File: src/design/oiw_pkg.sv
// ----------------------------------------------------------------------------
// oiw_pkg
// Shared constants and controller/datapath interface types for the
// order-isomorphic window matcher.
// ----------------------------------------------------------------------------
package oiw_pkg;

  localparam int unsigned WINDOW_DEFAULT      = 7;
  localparam int unsigned VALUE_WIDTH_DEFAULT = 16;

  // Configuration register map: pattern values first, then the limit.
  localparam int unsigned CFG_INDEX_W  = 3;
  localparam int unsigned LIMIT_W      = 3;
  localparam int unsigned POS_W        = 32;
  localparam logic [CFG_INDEX_W-1:0] LIMIT_INDEX = 3'd7;
  localparam logic [LIMIT_W-1:0]     LIMIT_RESET = 3'd2;

  typedef enum logic [3:0] {
    ST_IDLE  = 4'b0001,
    ST_BUILD = 4'b0010,
    ST_SCAN  = 4'b0100,
    ST_EMIT  = 4'b1000
  } state_e;

  // Commands from the controller to the datapath.
  typedef struct packed {
    logic shift;     // take the accepted text value into the window
    logic build;     // register the pairwise disagreement matrix, clear the mask
    logic scan_inc;  // step to the next ignore mask
    logic load_out;  // move the start position into the output register
  } cmd_t;

  // Status from the datapath to the controller.
  typedef struct packed {
    logic full;       // window holds a complete set of values
    logic hit;        // current ignore mask gives a match
    logic scan_last;  // current ignore mask is the last one to try
    logic out_free;   // output register can take a result this cycle
  } status_t;

endpackage

File: src/design/oiw_ctrl.sv
// ----------------------------------------------------------------------------
// oiw_ctrl
// Controller: accepts one text value, orders the compare-matrix build,
// steps the ignore-mask scan and hands a match to the output register.
// ----------------------------------------------------------------------------
module oiw_ctrl
  import oiw_pkg::*;
(
  input  logic    clk_i,
  input  logic    rst_ni,
  input  logic    s_axis_tvalid,
  output logic    s_axis_tready,
  input  status_t status_i,
  output cmd_t    cmd_o
);

  state_e state_q, state_d;

  always_ff @(posedge clk_i or negedge rst_ni) begin
    if (!rst_ni) begin
      state_q <= ST_IDLE;
    end else begin
      state_q <= state_d;
    end
  end

  assign s_axis_tready = (state_q == ST_IDLE);

  always_comb begin
    state_d = state_q;
    cmd_o   = '0;
    case (state_q)
      ST_IDLE: begin
        if (s_axis_tvalid) begin
          cmd_o.shift = 1'b1;
          state_d     = ST_BUILD;
        end
      end
      ST_BUILD: begin
        cmd_o.build = 1'b1;
        state_d     = status_i.full ? ST_SCAN : ST_IDLE;
      end
      ST_SCAN: begin
        if (status_i.hit) begin
          state_d = ST_EMIT;
        end else if (status_i.scan_last) begin
          state_d = ST_IDLE;
        end else begin
          cmd_o.scan_inc = 1'b1;
        end
      end
      ST_EMIT: begin
        if (status_i.out_free) begin
          cmd_o.load_out = 1'b1;
          state_d        = ST_IDLE;
        end
      end
      default: begin
        state_d = ST_IDLE;
      end
    endcase
  end

  a_accept_to_build : assert property (@(posedge clk_i) disable iff (!rst_ni)
    (state_q == ST_IDLE && s_axis_tvalid) |=> (state_q == ST_BUILD))
    else $error("accepted transaction did not start a matrix build");

  a_hit_to_emit : assert property (@(posedge clk_i) disable iff (!rst_ni)
    (state_q == ST_SCAN && status_i.hit) |=> (state_q == ST_EMIT))
    else $error("match found but result not scheduled");

  a_emit_holds : assert property (@(posedge clk_i) disable iff (!rst_ni)
    (state_q == ST_EMIT && !status_i.out_free) |=> (state_q == ST_EMIT))
    else $error("pending result dropped while output register busy");

endmodule

File: src/design/oiw_dp.sv
// ----------------------------------------------------------------------------
// oiw_dp
// Datapath: pattern and limit registers, text window shift line, position
// counter, registered pairwise disagreement matrix, ignore-mask counter
// and output register.
// ----------------------------------------------------------------------------
module oiw_dp
  import oiw_pkg::*;
#(
  parameter int unsigned WINDOW      = WINDOW_DEFAULT,
  parameter int unsigned VALUE_WIDTH = VALUE_WIDTH_DEFAULT
) (
  input  logic                   clk_i,
  input  logic                   rst_ni,
  input  logic                   cfg_valid_i,
  input  logic [CFG_INDEX_W-1:0] cfg_index_i,
  input  logic [VALUE_WIDTH-1:0] cfg_data_i,
  input  logic [VALUE_WIDTH-1:0] text_value_i,
  input  cmd_t                   cmd_i,
  output status_t                status_o,
  output logic                   m_axis_tvalid,
  input  logic                   m_axis_tready,
  output logic [POS_W-1:0]       m_axis_tdata
);

  localparam int unsigned FILL_W = $clog2(WINDOW + 1);
  localparam logic [WINDOW-1:0] MASK_LAST = ~WINDOW'(1);

  logic signed [VALUE_WIDTH-1:0] pattern_q [WINDOW];
  logic signed [VALUE_WIDTH-1:0] window_q  [WINDOW];
  logic [LIMIT_W-1:0]            limit_q;
  logic [FILL_W-1:0]             fill_q;
  logic [POS_W-1:0]              pos_q;
  logic [POS_W-1:0]              start_q;
  logic [WINDOW-1:0]             bad_q [WINDOW];
  logic [WINDOW-1:0]             bad_d [WINDOW];
  logic [WINDOW-1:0]             mask_q;
  logic                          out_valid_q;
  logic [POS_W-1:0]              out_data_q;
  logic                          keep_ok;
  logic [LIMIT_W-1:0]            mask_ones;
  logic                          full;

  // Configuration registers. Pattern entries beyond the window are dropped.
  always_ff @(posedge clk_i or negedge rst_ni) begin
    if (!rst_ni) begin
      for (int i = 0; i < WINDOW; i++) begin
        pattern_q[i] <= '0;
      end
      limit_q <= LIMIT_RESET;
    end else if (cfg_valid_i) begin
      for (int i = 0; i < WINDOW; i++) begin
        if (cfg_index_i == CFG_INDEX_W'(i)) begin
          pattern_q[i] <= cfg_data_i;
        end
      end
      if (cfg_index_i == LIMIT_INDEX) begin
        limit_q <= cfg_data_i[LIMIT_W-1:0];
      end
    end
  end

  // Window shift line: offset 0 holds the oldest value.
  always_ff @(posedge clk_i) begin
    if (cmd_i.shift) begin
      for (int i = 0; i < WINDOW - 1; i++) begin
        window_q[i] <= window_q[i+1];
      end
      window_q[WINDOW-1] <= text_value_i;
    end
  end

  assign full = (fill_q == FILL_W'(WINDOW));

  always_ff @(posedge clk_i or negedge rst_ni) begin
    if (!rst_ni) begin
      fill_q <= '0;
      pos_q  <= '0;
    end else if (cmd_i.shift) begin
      if (!full) begin
        fill_q <= fill_q + FILL_W'(1);
      end
      pos_q <= pos_q + POS_W'(1);
    end
  end

  always_ff @(posedge clk_i) begin
    if (cmd_i.shift) begin
      start_q <= pos_q - POS_W'(WINDOW - 1);
    end
  end

  // A pair disagrees when the pattern order and the window order differ.
  always_comb begin
    for (int i = 0; i < WINDOW; i++) begin
      for (int j = 0; j < WINDOW; j++) begin
        bad_d[i][j] = (pattern_q[i] <= pattern_q[j]) != (window_q[i] <= window_q[j]);
      end
    end
  end

  always_ff @(posedge clk_i) begin
    if (cmd_i.build) begin
      for (int i = 0; i < WINDOW; i++) begin
        bad_q[i] <= bad_d[i];
      end
      mask_q <= '0;
    end else if (cmd_i.scan_inc) begin
      mask_q <= mask_q + WINDOW'(1);
    end
  end

  // Test the current ignore mask against the stored matrix.
  always_comb begin
    keep_ok   = 1'b1;
    mask_ones = '0;
    for (int i = 0; i < WINDOW; i++) begin
      for (int j = 0; j < WINDOW; j++) begin
        if (bad_q[i][j] && !mask_q[i] && !mask_q[j]) begin
          keep_ok = 1'b0;
        end
      end
    end
    for (int i = 0; i < WINDOW; i++) begin
      mask_ones = mask_ones + LIMIT_W'(mask_q[i]);
    end
  end

  always_ff @(posedge clk_i or negedge rst_ni) begin
    if (!rst_ni) begin
      out_valid_q <= 1'b0;
    end else if (cmd_i.load_out) begin
      out_valid_q <= 1'b1;
    end else if (m_axis_tready) begin
      out_valid_q <= 1'b0;
    end
  end

  always_ff @(posedge clk_i) begin
    if (cmd_i.load_out) begin
      out_data_q <= start_q;
    end
  end

  assign status_o.full      = full;
  assign status_o.hit       = keep_ok && ((mask_q == '0) || (mask_ones == limit_q));
  assign status_o.scan_last = (mask_q == MASK_LAST);
  assign status_o.out_free  = !out_valid_q || m_axis_tready;

  assign m_axis_tvalid = out_valid_q;
  assign m_axis_tdata  = out_data_q;

  a_load_only_when_free : assert property (@(posedge clk_i) disable iff (!rst_ni)
    cmd_i.load_out |-> (!out_valid_q || m_axis_tready))
    else $error("output register overwritten before its transaction");

  a_load_sets_valid : assert property (@(posedge clk_i) disable iff (!rst_ni)
    cmd_i.load_out |=> out_valid_q)
    else $error("loaded result not presented");

  a_scan_needs_full : assert property (@(posedge clk_i) disable iff (!rst_ni)
    cmd_i.scan_inc |-> full)
    else $error("mask scan running on a partial window");

endmodule

File: src/design/order_isomorphic_window_k_mismatch.sv
// ----------------------------------------------------------------------------
// order_isomorphic_window_k_mismatch
// Sliding-window order-isomorphic matcher that tolerates a configured number
// of ignored positions; emits the window start position on a match.
// ----------------------------------------------------------------------------
// Operation: a match appears on m_axis after the compare matrix is registered, the
//   ignore masks are scanned in turn and the start position is loaded out.
// Flow: a new text value is taken only once the previous one has finished its
//   build, scan and output load; output stalls also hold off input.
// Reset: asynchronous, active low; clears window fill, position counter, output valid,
//   pattern registers (to 0), the mismatch limit (to 2) and sets the controller idle.
module order_isomorphic_window_k_mismatch
  import oiw_pkg::*;
#(
  parameter  int unsigned WINDOW      = WINDOW_DEFAULT,
  parameter  int unsigned VALUE_WIDTH = VALUE_WIDTH_DEFAULT,
  localparam int unsigned TDATA_W     = ((VALUE_WIDTH + 7) / 8) * 8
) (
  input  logic                   clk_i,
  input  logic                   rst_ni,
  input  logic                   cfg_valid_i,
  output logic                   cfg_ready_o,
  input  logic [CFG_INDEX_W-1:0] cfg_index_i,
  input  logic [VALUE_WIDTH-1:0] cfg_data_i,
  input  logic                   s_axis_tvalid,
  output logic                   s_axis_tready,
  input  logic [TDATA_W-1:0]     s_axis_tdata,   // text_value
  output logic                   m_axis_tvalid,
  input  logic                   m_axis_tready,
  output logic [POS_W-1:0]       m_axis_tdata    // window_start
);

  cmd_t    cmd;
  status_t status;

  // Registers may be written at any time the port is driven.
  assign cfg_ready_o = 1'b1;

  oiw_ctrl u_ctrl (
    .clk_i         (clk_i),
    .rst_ni        (rst_ni),
    .s_axis_tvalid (s_axis_tvalid),
    .s_axis_tready (s_axis_tready),
    .status_i      (status),
    .cmd_o         (cmd)
  );

  oiw_dp #(
    .WINDOW      (WINDOW),
    .VALUE_WIDTH (VALUE_WIDTH)
  ) u_dp (
    .clk_i         (clk_i),
    .rst_ni        (rst_ni),
    .cfg_valid_i   (cfg_valid_i),
    .cfg_index_i   (cfg_index_i),
    .cfg_data_i    (cfg_data_i),
    .text_value_i  (s_axis_tdata[VALUE_WIDTH-1:0]),
    .cmd_i         (cmd),
    .status_o      (status),
    .m_axis_tvalid (m_axis_tvalid),
    .m_axis_tready (m_axis_tready),
    .m_axis_tdata  (m_axis_tdata)
  );

endmodule
File: config.mk
export PLATFORM = sky130hd
export DESIGN_NAME = order_isomorphic_window_k_mismatch
export DESIGN_NICKNAME = d
export VERILOG_FILES = /design/src/design/oiw_pkg.sv /design/src/design/oiw_ctrl.sv /design/src/design/oiw_dp.sv /design/src/design/order_isomorphic_window_k_mismatch.sv
export SDC_FILE = /design/constraint.sdc
export NUM_CORES = 2
export LEC_CHECK = 0
export BUFFER_PORTS_ARGS = -buffer_cell sky130_fd_sc_hd__buf_2
export CAP_MARGIN = 0
export CORE_ASPECT_RATIO = 2
export CORE_UTILIZATION = 65
export CTS_CLUSTER_DIAMETER = 30
export DETAILED_ROUTE_END_ITERATION = 6
export PLACE_DENSITY_LB_ADDON = 0.08
export SLEW_MARGIN = 20
export SYNTH_ARGS = -nofsm -noshare
export SYNTH_HDL_FRONTEND = slang
export SYNTH_HIERARCHICAL = 1
export SYNTH_SLANG_ARGS = --single-unit
File: constraint.sdc
create_clock -name clk_i -period 25 [get_ports clk_i]
set_input_delay 1.25 -clock clk_i [delete_from_list [all_inputs] [get_ports clk_i]]
set_output_delay 1.25 -clock clk_i [all_outputs]
set_load 0.01 [all_outputs]
==> impl_results.md <==
- CTS Sinks: 380
- CP Capture Type: register
- Longest Clk Path Bufs: 3
- Synth Warn #: 6
- Final hold vios: 0
- Final instance area: 33100 µm²
- Detailed Routing Iterations Pass 1: 6
- Largest net degree at the start of global routing: 80
- Post-Syn Area per Cell: 10.2 µm²
- Synth area leader: ha_1
- Placed cell areas: 31100 µm²
- Drc violations: 0
- Vias in the first global route: 27000
- Gpl congestion: 1.14
- Total track usage: 50.3%
- H-tree levels: 2
- Register-to-register setup slack: 20.58 ns
- # port buffers: 73
- Sequential-to-total area share from yosys stat: 35.1%
- CTS root buffer: clkbuf_16
- Slowest stage cell, crit path: dfxtp_1
- Achievable frequency: 226 MHz
- Nets: 3765
- CP most frequent cell: fa_1
- Worst setup margin: 20.58 ns
- Total grt overflow: 0
- Post_cts resized: 0
- Vias/cell: 7.05
- Final Critical Period: 4.42 ns
- CP startpoint kind: register
- CTS Hold Bufs: 0
- Sequential fraction of design power: 30.3%
- Syn Nets: 3662
- Area contributors post-synth: ha_1, edfxtp_1, dfrtp_1
- Clk_lat worst skew: 0.62 ns
- Routed via count: 25800
- Final Non-Filler Cells: 3657
- Yosys cell types: 77
- Cell Rows: 111
- P_sw: 1.48 mW
- Worst hold slack: 0.423 ns
- Cell-internal power: 1.93 mW
- CTS tree: built
- Post-synth EDFFs: 218
- CTS buffer count: 56
- Run status: complete, no violations
- Core box area: 45800 µm²
- Worst-path clk slew: 0.07 ns
- HP Class: reg -> reg
- Sw frac: 43.5%
- Max cap viols: 0
- Most frequent cells after synthesis: ha_1, inv_1, edfxtp_1, a21oi_1, nand2_1
- CP max FO: 10
- WL final: 114000 µm
- Layout cells sized above 1: 8.90%
- I/O pin cnt: 75
- PwrDens: 103 nW/µm²
- DP Worst Slack: 20.65 ns
- Slowest stage delay, CP: 0.56 ns
- Post-DR wirelength/cell: 31.3 µm
- Least-Margin Pin Slew: 1.33 ns
- Die area: 47200 µm²
- Setup bufs post-CTS: 0
- Hpwl dp: 86500 µm
- Max IR drop VDD: 0.0819 mV
- Skew final: 0.0252 ns
- Chip Width: 154 µm
- Tcrit/Tclk final: 17.7%
- Initial DRC count: 2618
- Setup CP Type: reg -> reg
- Final Power: 3.41 mW
- Yosys top cell area share: 28.2%
- Post-route antenna net violation count: 0
- P_leak: 15.6 nW
- Setup Viol. Count Final: 0
- Dpl cells: 3549
- Top-count cell post-synth: ha_1
- Post-Synthesis Cell Area: 30100 µm²
- WP data arrival: 4.89 ns
- Clk network pwr share: 23.7%
- CP Data Required Time: 25.47 ns
- Initial antenna violation count: 5
- Slew Limit Headroom: 11.1%
- Synth Register Bits: 380
- Die span in y: 306 µm
- Initial Util: 65.7%
- Cells after synthesis: 2939
- Logic pwr share: 46.0%
- Ys flop type: edfxtp_1
- Max-slew violations: 0
- Worst path cell trace: fa_1 > inv_1 > fa_1 > fa_1 > fa_1 > xnor2_1 > nor3_1 > a31oi_1 > a21oi_1 > o21ai_0 > nor3_1 > nor2_1 > and3_1 > nand4_1 > xor2_1 > nor2_1
- Ys async rst share: 40.8%
- First-pass GRT wire length: 172000 µm
- Setup Total Neg Slack: 0 ns
- RSZ-0062 raised after global routing: false
- Final core occ: 72.2%
- Area grow syn2layout: 9.88%
==> power groups by stage <==
| stage | Sequential [mW] | Clock (mW) | Combinational [mW] |
|---|---|---|---|
| floorplan | 0.978 | 0 | 0.996 |
| global placement | 1.02 | 0 | 1.38 |
| detailed placement | 1.03 | 0 | 1.46 |
| CTS | 1.02 | 0.812 | 1.48 |
| global route | 1.04 | 0.839 | 1.70 |
| finish | 1.04 | 0.809 | 1.57 |
==> state kept, by name, summed over array words and instances, names as in the netlist <==
name	cells
u_dp/pattern_q	112
u_dp/window_q	112
u_dp/bad_q	42
u_dp/m_axis_tdata	32
u_dp/pos_q	32
u_dp/start_q	32
u_dp/mask_q	7
u_ctrl/state_q	4
u_dp/fill_q	3
u_dp/limit_q	3
u_dp/m_axis_tvalid	1
==> worst paths after layout <==
kind,startpoint,to,depth (start not counted)
setup / recovery,u_dp/mask_q[3]$_SDFFE_PP0P_,u_dp/mask_q[3]$_SDFFE_PP0P_,16
hold / removal,u_dp/start_q[7]$_DFFE_PP_,u_dp/m_axis_tdata[7]$_DFFE_PP_,0
setup reg to reg,u_dp/mask_q[3]$_SDFFE_PP0P_,u_dp/mask_q[3]$_SDFFE_PP0P_,16
hold reg to reg,u_dp/start_q[7]$_DFFE_PP_,u_dp/m_axis_tdata[7]$_DFFE_PP_,0
max in group asynchronous,rst_ni,u_dp/pattern_q[10]$_DFFE_PN0P_,2
min in group asynchronous,rst_ni,u_dp/pos_q[16]$_DFFE_PN0P_,1
==> worst max-delay path, delay by kind of cell, from the launching register on <==
| kind | cells | cell delay, ns |
|---|---|---|
| compound gates | 3 | 0.28 |
| xor+xnor | 2 | 0.31 |
| fa+ha+maj | 4 | 1.76 |
| buf+inv | 1 | 0.08 |
| flops | 1 | 0.56 |
| simple gates | 6 | 1.29 |
==> layout by cell type, fill, tap and decap left out, types with 10 or more instances in the layout <==
cell and instances:
mux2_2 57, mux2i_1 21, edfxtp_1 218, xnor2_1 57, xor2_1 52, a21boi_0 15, and4_1 14, nand2_1 187
a31oi_1 10, a21oi_1 187, buf_2 72, nand4_1 127, inv_6 13, o21a_1 26, o31ai_1 21, inv_1 240
clkbuf_16 56, o21ai_0 114, a21o_1 138, o211ai_1 26, o22ai_1 14, nor2_1 163, nor2b_1 72, nand3_1 59
ha_1 679, nor3_1 37, nor4_1 17, nand2b_1 29, o41ai_1 11, buf_4 12, dfrtp_1 153, and3_1 16
a211oi_1 17
==> per-layer routing <==
layer,up-vias,track usage (%),part of all wire (%)
li1,11200,-,-
met1,12200,45.6,30
met2,1587,82.9,47
met3,805,16.5,8.7
met4,4,56.9,15
met5,-,0.952,0.097
==> cell families (layout without fill, tap and decap cells) <==
| logic type | after synthesis | after routing | synth area share (%) |
|---|---|---|---|
| compound gates | 621 | 621 | 13.1 |
| xor+xnor | 109 | 109 | 3.17 |
| fa+ha+maj | 683 | 683 | 28.5 |
| buf+inv | 281 | 431 | 3.62 |
| flops | 380 | 380 | 35.1 |
| mux | 78 | 78 | 2.83 |
| other cells | 1 | 4 | 0.0125 |
| simple gates | 786 | 786 | 13.6 |
==> cell type report <==
cell class | count | area (µm²)
inverter | 240 | 901
clock inverter | 40 | 455
timing repair buffer | 86 | 473
tap | 565 | 707
multi-input combinational | 2278 | 18500
sequential | 380 | 10600
fill | 3266 | 12800
antenna | 3 | 7.51
clock buffer | 65 | 1460
Note: power is estimated with default switching activity, not from simulation.
